[config.mk]
export PLATFORM = sky130hd
export DESIGN_NAME = lvn_queue
export DESIGN_NICKNAME = d
export VERILOG_FILES = /design/src/sv/lattice_value_noise_3d_assert.svh /design/src/sv/lvn_pkg.sv /design/src/sv/lvn_queue.sv
export SDC_FILE = /design/constraint.sdc
export NUM_CORES = 1
export LEC_CHECK = 0
export BUFFER_PORTS_ARGS = -buffer_cell sky130_fd_sc_hd__buf_4
export CORE_MARGIN = 2
export CORE_UTILIZATION = 28
export DETAILED_ROUTE_END_ITERATION = 6
export GPL_TIMING_DRIVEN = 1
export SYNTH_ARGS = -nofsm -noshare
export SYNTH_HDL_FRONTEND = slang
export SYNTH_SLANG_ARGS = --single-unit
export TNS_END_PERCENT = 30
[constraint.sdc]
create_clock -name clk -period 22.2 [get_ports clk]
set_input_delay 4.44 -clock clk [delete_from_list [all_inputs] [get_ports clk]]
set_output_delay 4.44 -clock clk [all_outputs]
set_load 0.01 [all_outputs]
[src/sv/lattice_value_noise_3d_assert.svh]
// Assertion macros shared by the noise block.
// Both sample on clk and are switched off while arst_n is low.
`ifndef LATTICE_VALUE_NOISE_3D_ASSERT_SVH
`define LATTICE_VALUE_NOISE_3D_ASSERT_SVH

// Condition a implies condition b in the same cycle.
`define LVN_ASSERT_SAME(label, a, b, msg) \
	label: assert property (@(posedge clk) disable iff (!arst_n) (a) |-> (b)) \
		else $error(msg);

// Condition a implies condition b in the following cycle.
`define LVN_ASSERT_NEXT(label, a, b, msg) \
	label: assert property (@(posedge clk) disable iff (!arst_n) (a) |=> (b)) \
		else $error(msg);

`endif

[src/sv/lvn_pkg.sv]
// ----------------------------------------------------------------------------
// lvn_pkg
// Shared constants, types and helpers for the lattice value noise block.
// ----------------------------------------------------------------------------
`timescale 1ns / 1ps
`default_nettype none

package lvn_pkg;

	localparam int FRAC_BITS   = 16;
	localparam int SCALE_FRAC  = 16;
	localparam int TABLE_DEPTH = 16384;
	localparam int ADDR_W      = $clog2(TABLE_DEPTH);
	localparam int COORD_W     = 32;
	localparam int SCALE_W     = 32;
	localparam int INT_W       = COORD_W - FRAC_BITS + 1;
	localparam int HASH_W      = INT_W + SCALE_W + 1;
	localparam int SUM_W       = HASH_W + 2;
	localparam int WORD_W      = 16;
	localparam int W_W         = FRAC_BITS + 1;
	localparam int MAG_W       = WORD_W + 1;
	localparam int OUT_W       = 18;
	localparam int ACC_W       = MAG_W + 4;
	localparam int NUM_AXES    = 3;
	localparam int CIDX_W      = 2;

	localparam logic [W_W-1:0]   ONE_W   = W_W'(1) << FRAC_BITS;
	localparam logic [W_W-1:0]   HALF_W  = W_W'(1) << (FRAC_BITS - 1);
	localparam logic [MAG_W-1:0] ONE_MAG = MAG_W'(1) << WORD_W;

	localparam logic [SCALE_W-1:0] SCALE_X_RESET = 32'd20588724;
	localparam logic [SCALE_W-1:0] SCALE_Y_RESET = 32'd40503411;
	localparam logic [SCALE_W-1:0] SCALE_Z_RESET = 32'd9268167;

	typedef enum logic {
		CMD_WRITE = 1'b0,
		CMD_EVAL  = 1'b1
	} cmd_t;

	typedef enum logic [CIDX_W-1:0] {
		REG_SCALE_X = 2'd0,
		REG_SCALE_Y = 2'd1,
		REG_SCALE_Z = 2'd2
	} reg_index_t;

	typedef enum logic [1:0] {
		BK_IDLE,
		BK_ISSUE,
		BK_DRAIN,
		BK_HOLD
	} back_state_t;

	// One classified item as it sits in the queue between front and back.
	typedef struct packed {
		cmd_t                               cmd;
		logic [ADDR_W-1:0]                  index;
		logic [WORD_W-1:0]                  value;
		logic [NUM_AXES-1:0][HASH_W-1:0]    h_lo;
		logic [NUM_AXES-1:0][HASH_W-1:0]    h_hi;
		logic [NUM_AXES-1:0][W_W-1:0]       w;
	} item_t;

	// Magnitude times a weight, shifted down and truncated.
	function automatic logic [MAG_W-1:0] mul_weight(input logic [MAG_W-1:0] mag,
			input logic [W_W-1:0] wt);
		logic [MAG_W+W_W-1:0] prod;
		prod = mag * wt;
		return prod[FRAC_BITS +: MAG_W];
	endfunction

endpackage

`default_nettype wire

[src/sv/lvn_queue.sv]
// ----------------------------------------------------------------------------
// lvn_queue
// Two-entry queue that decouples the front from the back.
// ----------------------------------------------------------------------------
`timescale 1ns / 1ps
`default_nettype none

module lvn_queue (
	input  wire logic            clk,
	input  wire logic            arst_n,
	input  wire logic            push_valid,
	output logic                 push_ready,
	input  wire lvn_pkg::item_t  push_item,
	output logic                 q_valid,
	input  wire logic            q_pop,
	output lvn_pkg::item_t       q_item
);

	lvn_pkg::item_t entry_q [2];
	logic           wr_ptr_q;
	logic           rd_ptr_q;
	logic [1:0]     count_q;
	logic           do_push;

	assign push_ready = count_q != 2'd2;
	assign q_valid    = count_q != 2'd0;
	assign q_item     = entry_q[rd_ptr_q];
	assign do_push    = push_valid && push_ready;

	// Pointers and fill count.
	always_ff @(posedge clk or negedge arst_n) begin
		if (!arst_n) begin
			wr_ptr_q <= 1'b0;
			rd_ptr_q <= 1'b0;
			count_q  <= 2'd0;
		end else begin
			if (do_push) begin
				wr_ptr_q <= !wr_ptr_q;
			end
			if (q_pop) begin
				rd_ptr_q <= !rd_ptr_q;
			end
			count_q <= count_q + 2'(do_push) - 2'(q_pop);
		end
	end

	// Entry storage.
	always_ff @(posedge clk) begin
		if (do_push) begin
			entry_q[wr_ptr_q] <= push_item;
		end
	end

endmodule

`default_nettype wire

; ---- Word level (Yosys, flattened, before mapping)
; Memory sizes are Yosys's and may differ from the RTL's.
; Cells that the tools add are included.
[totals]
ff_bits = 4
input_bits = 386
mem_bits_rw = 764
memories = 1
[classes]
n_addsub = 2
n_mux = 2
n_reduce_logical = 4
n_eq_ne = 1
[mem_list]
columns = name, depth, word_bits, rd, rd_clocked_by_memory_dff, wr, line_no
row1 = entry_q, 2, 382, 1, 0, 1, lvn_queue.sv:19  ; lvn_pkg::item_t entry_q [2];
[op_table]
columns = cell, n
row1 = 2-bit by 1-bit adder with 2-bit output, 1
row2 = 1-bit logical NOT, 2
row3 = 1-bit two-way mux, 2
row4 = 2-bit != test (second input constant), 1
row5 = 2-bit nonzero test, 1
row6 = 2-bit by 1-bit subtractor with 2-bit output, 1
row7 = 1-bit logical AND, 1

; ---- Depth between registers and ports, before layout
; Gate-level depths: netlist (run 1).
[depth]
depth_word = 4
ltp_mapped = 5
mapped_depth_nobuf = 5

; ---- Least setup slack after synthesis (run 1)
; No wires, ideal clock.
[synth_path]
path_kind = input port to flip-flop
startpoint = input push_valid
endpoint = memory entry_q[0][0] (netlist bit), enable pin
setup_slack_ps = 713
n_path_buf = 0
t_arrival_ps = 20352
cell_stages = 2
setup_time_ps = 1135
path_cell_list = nand2_1 > nor2_1
[synth_via]
elab_chain_len = 3
[synth_rtl]
columns = item, line_no
row1 = from (decl), lvn_queue.sv:11  ; input wire logic push_valid,
row2 = 1-bit logical AND, lvn_queue.sv:28  ; assign do_push = push_valid && push_ready;
row3 = 1-bit two-way mux, lvn_queue.sv:49  ; if (do_push) begin
row4 = 1-bit two-way mux (implied by the code), lvn_queue.sv:50  ; entry_q[wr_ptr_q] <= push_item;
row5 = to (decl), lvn_queue.sv:19
; Every way passes these cells.

==> results.txt, run 1 <==
The flow ran to the end, and the final reports show no timing, DRC or antenna violations. The type of element launching the critical path is a register. The critical-path maximum fanout came out at 57. The count of pins over their slew limit came out at 0. The count of nets left with antenna violations after detail routing is 0. The net count after synthesis is 1593. The slack of the critical path came out at between 10 and 15 ns. The area share of and/or/nand/nor cells after synthesis came out at 0.001015. Of the total synthesized cell area, the portion taken by full adders, half adders and majority gates is 0.0004228. The final hold violation count is 0. The die area came out at about 110000 um^2.

Compared with the post-synthesis result, the final layout area differs by 31.83%. The number of DRC markers in iteration 0 is 782. STA classifies the critical path endpoint as an output pin.

The number of DRC violations after detailed routing is 0. The TritonCTS clock tree is built. The wire length reported by the detailed router is a little under 70000 um.

Of the cells placed in the final design, the portion with a size suffix greater than 1 is 0.6132. The core area came out at 105100 um^2. In the routed layout, each cell is associated on average with a via count of 4.096. The deepest clock path buffer count came out at 3. The data arrival time of the critical path is between 5 and 6 ns.

The worst hold path class is register to register. The cell seen most often among critical-path stages is sky130_fd_sc_hd__buf_4. The synthesized design contains ~770 register bits.

The worst path buffer plus inverter count came out at 4. After clock tree synthesis, the flow added hold-fix buffers numbering 0. After synthesis, the largest family of logic cells by area is multiplexers. The worst vdd rail ir drop came out at between 0.1 and 0.15 mV. The smallest clock period supported by the final layout is computed as around 9.6 ns.

For this design the static power due to leakage is 15.29 nW. On the critical path, the stage with the largest delay is an instance of sky130_fd_sc_hd__dfrtp_4. The most frequent cell after synthesis is sky130_fd_sc_hd__edfxtp_1. The post-place instance area came out at roughly 36000 um^2. Summed over all instances, the cell type with the most area after synthesis is sky130_fd_sc_hd__edfxtp_1. The data required time at the worst endpoint is between 15 and 20 ns. The synthesized instance count came out at 1206. Clock-pin slew was measured on the worst setup and hold paths at approximately 0.060 ns. The most used flip-flop cell after synthesis is sky130_fd_sc_hd__edfxtp_1. The transition time at the pin with the least slew margin is 1.211 ns. The upper clock frequency limit is about 0.10 GHz. The die extent in y came out at between 300 and 400 um. The clock insertion delay at the later pin of the skew report is just over 0.6 ns.

The finished cells cover about 40000 um^2. The first-pass iteration count of the detailed router is 5. The worst clock skew came out at 0.02898 ns. Sorting the synthesized cells by area gives the leading types as sky130_fd_sc_hd__edfxtp_1 78%, sky130_fd_sc_hd__mux2_4 19%, sky130_fd_sc_hd__buf_12 2.2%, sky130_fd_sc_hd__mux2_2 0.46%, sky130_fd_sc_hd__buf_6 0.34%. The share of the cycle needed by the critical path after routing came out at 0.4319. The number of fill cells in the layout came out at just under 10000.

The post-route setup TNS came out at 0 ns. The number of global-route vias before repair came to 15450. The count of buffers added on input and output ports is 769. The number of buffers created by CTS is slightly above 80. The worst setup path is of the register to output pin kind. The initial core utilization is 0.2815.

For this run, the post-layout net count is 2418. The initial antenna violation count came out at 1. Yosys printed 0 warnings. The pre-CTS setup slack is approximately 13 ns. The global-route wire length before repair came out at 96630 um. The H-tree was split into 3 levels. The total power divided by cell area is between 100 and 150 nW/um^2. The routed wire length per instance came out at between 15 and 20 um.

The number of different library cells used by synthesis comes to 17. The mean post-synth cell area came out at between 20 and 25 um^2. The top-area cell type share of the netlist area came out at 0.7752.

The number of flops mapped to enable cells by yosys came out at about 760. The I/O pin count came out at 770. On the critical path the largest part of the delay comes from buffers and inverters. The signal on the critical path passes through buf_4, buf_4, buf_4, mux2_2, buf_4. The setup violation total in the final timing report came out at 0.

Setup repair after global routing left no endpoint under its margin. The HPWL after detailed placement is 48500 um. Row generation in the floorplan step produced 119 rows. The delay of the slowest critical-path stage is between 1 and 1.5 ns. The global placer's final weighted congestion came out at 0.7891. The total number of vias came out at 14260. The buffers inserted during post-CTS setup optimization came out at 0. The headroom to the max-slew limit came out at 0.1929.

The share of synthesized area spent on multiplexers came out at 0.1923. The post-synthesis compound-gate area fraction came out at 0.0005919. Sorting the synthesized cells by how often they occur yields 764 x sky130_fd_sc_hd__edfxtp_1, 370 x sky130_fd_sc_hd__mux2_4, 33 x sky130_fd_sc_hd__buf_12, 12 x sky130_fd_sc_hd__mux2_2, 9 x sky130_fd_sc_hd__buf_6. The mapped netlist covers 29590 um^2.

The post-cts gate resize count came out at 0. The XOR/XNOR share of the synthesized area came out at 0.001184. The residual overflow from global routing is 0. The proportion of synthesized flip-flops having asynchronous set or reset is 0.005208. The pin count of the biggest net entering global routing is 157. The horizontal die dimension is 329.1 um. The clock sink count came out at 768.

The overall routing resource usage came out at 0.1194. CTS placed an instance of sky130_fd_sc_hd__clkbuf_16 at the clock tree root. The share of the Yosys chip area taken by registers is 0.7786. The number of maximum-capacitance violations is 0.
[where the power goes]
group	switching [mW]	internal, mW
Clock	0.536	0.755
Sequential	0.0993	1.99
Combinational	0.853	0.967
Total	1.49	3.71
[sequential cells by signal (all words and copies together), names as in the netlist]
signal / cells
rd_ptr_q: 1
wr_ptr_q: 1
count_q: 2
entry_q: 764
[metal layers]
metal / global-route usage / vias up / part of all wire
li1: - / 6472 / -
met1: 0.1181 / 7101 / 0.33
met2: 0.2186 / 550 / 0.53
met3: 0.05028 / 136 / 0.098
met4: 0.04901 / 0 / 0.035
met5: 0 / - / 0
[worst paths after layout]
kind                             from              to  slack (ns)  cells past startpoint
setup / recovery             rd_ptr_q     q_item[375]       12.61                      5
min in group asynchronous      arst_n      count_q[0]        3.60                      1
hold reg to reg              wr_ptr_q        wr_ptr_q        0.56                      1
max in group asynchronous      arst_n        rd_ptr_q       18.48                      1
setup reg to reg           count_q[0]  entry_q[1][63]       18.05                      5
hold / removal               wr_ptr_q        wr_ptr_q        0.56                      1
[stage by stage]
step	cells	power (mW)	hold WS, ns	util
after floorplan	1206	3.459	0.4608	-
after global placement	3338	3.939	0.5245	0.3472
after detailed placement	3338	3.971	0.5546	0.3472
after CTS	3480	5.283	0.5637	0.3711
after global routing	3480	5.428	0.6066	0.3711
final	3481	5.197	0.5637	0.3712
[cells in the final DEF (no fill, tap or decap)]
cell type,netlist,routed
sky130_fd_sc_hd__inv_6,0,3
sky130_fd_sc_hd__nand2b_1,1,1
sky130_fd_sc_hd__clkbuf_1,0,24
sky130_fd_sc_hd__mux2_4,370,370
sky130_fd_sc_hd__nor2_1,2,1
sky130_fd_sc_hd__clkinv_8,0,1
sky130_fd_sc_hd__a22oi_1,1,1
sky130_fd_sc_hd__dfrtp_1,4,3
sky130_fd_sc_hd__clkinv_2,0,14
sky130_fd_sc_hd__bufinv_16,0,5
sky130_fd_sc_hd__edfxtp_1,764,764
sky130_fd_sc_hd__a21bo_2,1,1
sky130_fd_sc_hd__xor2_1,1,1
sky130_fd_sc_hd__mux2_2,12,12
sky130_fd_sc_hd__xnor2_1,3,3
sky130_fd_sc_hd__clkinvlp_4,0,1
sky130_fd_sc_hd__ha_1,1,1
sky130_fd_sc_hd__dfrtp_4,0,1
sky130_fd_sc_hd__buf_12,33,2
sky130_fd_sc_hd__diode_2,0,1
sky130_fd_sc_hd__buf_4,0,782
sky130_fd_sc_hd__and3_4,0,1
sky130_fd_sc_hd__nor2_4,0,1
sky130_fd_sc_hd__clkbuf_16,0,84
sky130_fd_sc_hd__clkinv_1,0,8
sky130_fd_sc_hd__clkbuf_8,0,1
sky130_fd_sc_hd__nand2_1,1,1
sky130_fd_sc_hd__or2_2,1,1
sky130_fd_sc_hd__inv_8,0,1
[cell families after synthesis]
kind of cell / count (synthesis)
AO/OA/AOI/OAI: 2
adder cells (fa/ha/maj): 1
XOR/XNOR: 4
AND/OR/NAND/NOR: 6
flip-flops: 768
buffers and inverters: 43
multiplexers: 382
[cell type report]
class	count	area, um^2	area share
well taps	1391	1740	0.04461
repair buffers	784	5911	0.1515
multi-input cells	395	5798	0.1486
clock inverters	33	311.5	0.007985
diodes	1	2.502	0.00006414
flip-flops and latches	768	23050	0.5907
clock buffers	109	2206	0.05654
Power figures use the tool's default switching activity.
==> run 2: changes to the inputs <==
==> constraint.sdc (replaced) <==
create_clock -name clk -period 9.5 [get_ports clk]
set_input_delay 1.9 -clock clk [delete_from_list [all_inputs] [get_ports clk]]
set_output_delay 1.9 -clock clk [all_outputs]
set_load 0.01 [all_outputs]
==> results.txt, run 2 (synthesis results as in run 1) <==
The post-route minimum period is just over 5 ns. The post-layout net count came out at roughly 2400. The pin count of the biggest net entering global routing is around 150.

The horizontal die dimension is between 300 and 400 um. The H-tree level count came out at 3. entry_q holds more flip-flops than any other register. The total power divided by cell area came out at between 300 and 400 nW/um^2. Summed over all failing endpoints, the final setup total negative slack is 0 ns. The critical-path maximum fanout is between 100 and 150.

Across all layers, the routed design uses about 14000 vias. The run finished with clean final reports. The wire length on met1 came out at 23690 um. The buffers inserted during post-CTS setup optimization came out at 0. The upper clock frequency limit came out at 0.1928 GHz. The worst path buffer plus inverter count is 2.

No sink is reached through more buffers than the 3 on the longest clock path. The number of global-route vias before repair was 15580. The wire length reported by the detailed router came out at between 60000 and 70000 um. The TritonCTS clock tree is built.

The relative area change from synthesis to final layout is 32.58%. The number of DRC violations after detailed routing is 0. The global-route wire length before repair came out at 96720 um.

The routed length on met2 is around 36000 um. The count of pins over their slew limit is 0. In this run the static leakage power is between 15 and 20 nW. The initial antenna violation count is 6.

The core region is 105100 um^2. In the final layout, the registers with the most flip-flops are entry_q: 764 flops, count_q: 2 flops. The initial utilization of the core area, before any placement, comes to 0.2815. Buffers inserted during clock tree synthesis total 85. The die area came out at between 100000 and 150000 um^2. The number of port buffers is between 700 and 800. The I/O pin count is 770. The first routing iteration left roughly 760 violations. The signal on the critical path passes through buf_12, mux2_4, buf_4. The clock insertion delay at the later pin of the skew report is approximately 0.62 ns. The data arrival time of the critical path is 3.29 ns. The reg-to-reg startpoint is count_q[0]. The flip-flop count of the largest register, all copies and words added is ~760. The worst setup path is captured at an output pin. Detailed placement finished with a half-perimeter wire length of around 47000 um. The filler cells instantiated in the layout total roughly 9700. The overall routing resource usage is 0.1192.

The final hold violation count is 0. The initialized floorplan defines 119 standard-cell rows. Setup repair after global routing left no endpoint under its margin. The delay of the slowest critical-path stage is about 1.1 ns.

At the pin with the least slew margin, the transition time is roughly 1.2 ns. STA classifies the critical path startpoint as a register. After detailed routing, the met3 layer carries 6615 um of wire. The global placer's final weighted congestion came out at between 0.8 and 0.9. The library cell used most frequently in the layout, excluding fill and tap cells, is sky130_fd_sc_hd__buf_4. The worst vdd rail ir drop is 0.1782 mV. The type of the worst setup path is register to output pin. The topmost layer with routed signal wires is met5. The die is between 300 and 400 um tall. The data required time at the worst endpoint is approximately 7.6 ns.

The library cells used most frequently in the layout, excluding fill and tap cells, are 779 x sky130_fd_sc_hd__buf_4, 764 x sky130_fd_sc_hd__edfxtp_1, 370 x sky130_fd_sc_hd__mux2_4. In the post-route analysis, the smallest setup slack over all paths is 4.314 ns. The antenna diode instance count is 0. The worst hold path class is register to register. The fraction of final layout cells sized beyond drive strength 1 came out at 0.6160. The root buffer cell chosen for the clock tree is sky130_fd_sc_hd__clkbuf_16. Setup violations remaining at the end of the flow were counted as 0. The slowest stage of the critical path is the sky130_fd_sc_hd__dfrtp_4 cell. The count of nets left with antenna violations after detail routing came out at 0. The post-cts gate resize count came out at 0.

The share of the core filled with cells in the final layout came out at 0.3733. After detailed routing, the number of vias per cell comes to 4.091. The share of the cycle needed by the critical path after routing is 0.5459. The number of maximum-capacitance violations came out at 0. The startpoint of the worst hold path is wr_ptr_q. The pre-CTS setup slack came out at ~4.9 ns.

The tree built by TritonCTS fans out to ~770 sinks. The total of hold buffers inserted after clock tree synthesis is 0. The first-pass iteration count of the detailed router is 4.

Broken down by cell family, the worst path's largest delay share belongs to flip-flops. Across the routed clock network, the largest skew measured is around 0.019 ns. The clock edge transition at the registers on the reported setup and hold paths is ~0.06 ns. The residual overflow from global routing came out at 0. The total chip power came out at 12.25 mW. The routed wire length per instance came out at 19.57 um. The headroom to the max-slew limit is 0.1943. Tracing the worst setup path back leads to its startpoint at rd_ptr_q.
## run 2: cell types whose count changed in the layout (fill, tap and decap cells not counted), sizes merged
cell	delta
clkbuf	-2
clkinv	+10
buf	+1
diode	-1
inv	-1
bufinv	-1
clkinvlp	+3
## run 2: power by group
group          switching [mW]  internal [mW]  leakage [nW]  total (mW)
Sequential              0.245           4.64          7.15        4.89
Clock                    1.29           1.85          1.31        3.13
Combinational            1.97           2.26          6.92        4.23
Total                    3.50           8.75          15.4        12.3
## run 2: final timing paths
kind                                         to  depth (start not counted)  slack [ns]
worst max-delay path                 q_item[61]                          3        4.31
worst min-delay path                   wr_ptr_q                          1        0.57
worst max register to register  entry_q[0][182]                          5        6.34
worst min register to register         wr_ptr_q                          1        0.57
max in group asynchronous              rd_ptr_q                          1        8.33
min in group asynchronous              rd_ptr_q                          1        1.06
## run 2: final cells by class
type / count / area, um^2 / share of cell area
clock buffer: 107 / 2335 / 0.05950
sequential: 768 / 23050 / 0.5873
tap: 1391 / 1740 / 0.04436
timing repair buffer: 785 / 5968 / 0.1521
multi-input combinational: 395 / 5798 / 0.1478
clock inverter: 44 / 350.3 / 0.008929
## run 2: routing by layer
layer / up-vias / global-route usage
li1: 6482 / -
met1: 7100 / 0.1226
met2: 551 / 0.2124
met3: 135 / 0.05064
met4: 8 / 0.04832
met5: - / 0
## run 2: metrics by stage
| step | instances | hold slack (ns) | cell area [um^2] |
|---|---|---|---|
| 6_report | 3490 | 0.5714 | 39240 |
| 3_3_place_gp | 3339 | 0.5239 | 36550 |
| 5_1_grt | 3490 | 0.5997 | 39240 |
| 4_1_cts | 3490 | 0.5670 | 39240 |
| 3_5_place_dp | 3339 | 0.5520 | 36550 |
| 2_1_floorplan | 1206 | 0.5061 | 29600 |
==> run 3: changes to the inputs <==
==> constraint.sdc (replaced) <==
create_clock -name clk -period 5.4 [get_ports clk]
set_input_delay 1.08 -clock clk [delete_from_list [all_inputs] [get_ports clk]]
set_output_delay 1.08 -clock clk [all_outputs]
set_load 0.01 [all_outputs]
==> results.txt, run 3 (synthesis results as in run 1) <==
The critical-path maximum fanout came out at 35. The share of the cycle needed by the critical path after routing came out at 0.7049. Setup slack closes at roughly 1.6 ns. The H-tree level count came out at 3. The clock sink count is ~770. The overall routing resource usage is 0.1207. The horizontal die dimension came out at 329.1 um. The cell that appears most often on the critical path is sky130_fd_sc_hd__buf_4.

The worst path buffer plus inverter count came out at 2. The post-place instance area came out at between 30000 and 40000 um^2. The number of maximum-capacitance violations is 0. The tightest min-delay check is of the input pin to asynchronous set/reset pin type.

The pre-antenna-repair detailed-routing pass consisted of 4 iterations. The post-cts gate resize count is 0. The routed wire length per instance is a little under 20 um.

The data arrival time of the critical path came out at between 2 and 3 ns. The deepest clock path buffer count is 3. The critical path starts at rd_ptr_q. The number of cells after detailed placement is between 3000 and 4000. For this design, the slowest cell found on the critical path is sky130_fd_sc_hd__dfrtp_4. The routed via count divided by cell count is roughly 4.1.

The setup violation total in the final timing report is 0. The fraction of final layout cells sized beyond drive strength 1 is 0.6167. In the final layout, the registers with the most flip-flops are entry_q: 764 flops, count_q: 2 flops. The buffers inserted during post-CTS setup optimization is 0. The initial antenna violation count came out at 10. The cell area after layout is 39400 um^2. The number of global-route vias before repair is between 15000 and 20000. The global-route wire length before repair came out at 97020 um. The residual overflow from global routing is 0. The final hold violation count is 0.

The count of pins over their slew limit was 0. The filler cells instantiated in the layout total around 9700. TritonCTS built the clock tree. The worst setup path is captured at an output pin. The count of non-filler cells in the finished layout came out at around 3500. The upper clock frequency limit came out at between 0.2 and 0.3 GHz. STA classifies the critical path startpoint as a register. The number of port buffers is just under 800.

The register with the most flip-flops in the layout has around 760 of them. In this run the remaining antenna-violating nets after routing total 0. In this run the clock root is driven by a sky130_fd_sc_hd__clkbuf_16. The critical path goes through buf_4, mux2_2, buf_4.

Setup repair after global routing left no endpoint under its margin. The clock arrives with 0.02396 ns of skew. The flow ran to the end, and the final reports show no timing, DRC or antenna violations. The most common library cell in the layout ignoring fill and taps is sky130_fd_sc_hd__buf_4.

For this configuration, the core starts out at a cell density of 0.2815. The core region is between 100000 and 150000 um^2. The post-route minimum period came out at ~3.8 ns. For this block, the initial DRC count from the detailed router was roughly 650.

The global placer's final weighted congestion is slightly below 0.8. At the pin with the least slew margin, the transition time is roughly 1.1 ns. In this run the critical register-to-register path is launched from count_q[0].

The total of hold buffers inserted after clock tree synthesis is 0. The number of buffers created by CTS is a little over 80. The worst vdd rail ir drop came out at around 0.32 mV. The setup path with the least slack is of type register to output pin. The clock insertion delay at the later pin of the skew report came out at approximately 0.64 ns.

The kind of cell with the highest combined delay along the critical path is flip-flops. The detailed placement HPWL came out at about 48000 um. The delay of the slowest critical-path stage came out at 0.94 ns. entry_q holds more flip-flops than any other register. The I/O pin count is just under 800. The total number of vias came out at 14320. In the final design database the tool counted ~2400 nets.

The die extent in y is about 330 um. The headroom to the max-slew limit came out at 0.2455. The number of core rows is ~120. Summed over all failing endpoints, the final setup total negative slack is 0 ns. The data required time at the worst endpoint is 4.32 ns. The total power divided by cell area is approximately 550 nW/um^2. Summed over all layers, the routed wires come to 69230 um. In the layout the commonest cells are 782 x sky130_fd_sc_hd__buf_4, 764 x sky130_fd_sc_hd__edfxtp_1, 370 x sky130_fd_sc_hd__mux2_4. The die covers about 110000 um^2. The relative area change from synthesis to final layout is 33.15%. Entering global routing, the biggest net connects approximately 150 pins.

The pre-CTS setup slack is between 2 and 2.5 ns. After detailed routing, the number of remaining DRC violations is 0. Total power for the finished layout comes to about 22 mW. The leakage power came out at 15.44 nW.

The clock edge transition at the registers on the reported setup and hold paths came out at around 0.060 ns.
[run 3: cell count changes in the layout (fill, tap and decap cells not counted), moves of 2 or more]
cell                         change
sky130_fd_sc_hd__clkbuf_1        -2
sky130_fd_sc_hd__clkbuf_8        -4
sky130_fd_sc_hd__buf_4           +3
sky130_fd_sc_hd__diode_2         +4
sky130_fd_sc_hd__bufinv_16       +5
sky130_fd_sc_hd__clkinvlp_4      +2
sky130_fd_sc_hd__buf_12          +3
sky130_fd_sc_hd__clkbuf_16       -3
sky130_fd_sc_hd__clkinv_1        +5
[run 3: final timing paths]
| path | to | slack, ns | depth (start not counted) |
|---|---|---|---|
| max in group asynchronous | rd_ptr_q | 5.06 | 1 |
| max reg2reg | entry_q[1][334] | 2.82 | 3 |
| min in group clk | count_q[0] | 0.55 | 1 |
| max | q_item[378] | 1.59 | 3 |
| min reg2reg | count_q[0] | 0.55 | 1 |
| min | rd_ptr_q | 0.23 | 1 |
[run 3: worst reg2reg max path, delay by kind of cell, from the launching register on]
| family | cells | cell delay, ns |
|---|---|---|
| buffers and inverters | 1 | 0.46 |
| flip-flops | 1 | 0.38 |
| AND/OR/NAND/NOR | 2 | 1.21 |
[run 3: cell type report]
class	instances	area, um^2	share of cell area
Antenna cell	4	10.01	0.0002540
Clock buffer	98	2197	0.05576
Clock inverter	56	545.5	0.01384
Multi-Input combinational cell	395	5814	0.1476
Sequential cell	768	23050	0.5849
Tap cell	1391	1740	0.04417
Timing Repair Buffer	791	6051	0.1536
[run 3: per-stage QoR]
stage	util	hold WS [ns]
3_3_place_gp	0.3487	0.5237
6_report	0.3749	0.2259
4_1_cts	0.3748	0.1375
2_1_floorplan	-	0.5061
5_1_grt	0.3748	0.1631
3_5_place_dp	0.3487	0.5421
[run 3: metal layers]
layer | vias to the layer above | GRT usage | part of all wire
met5 | - | 0 | 0.00051
met4 | 6 | 0.03962 | 0.026
met3 | 120 | 0.05528 | 0.10
met2 | 558 | 0.2188 | 0.53
met1 | 7137 | 0.1223 | 0.34
li1 | 6502 | - | -
[run 3: where the power goes]
part | leakage, nW | internal, mW | total (mW) | switching (mW)
combinational | 6.97 | 3.98 | 7.51 | 3.53
clock | 1.33 | 3.35 | 5.66 | 2.31
sequential | 7.15 | 8.16 | 8.54 | 0.385
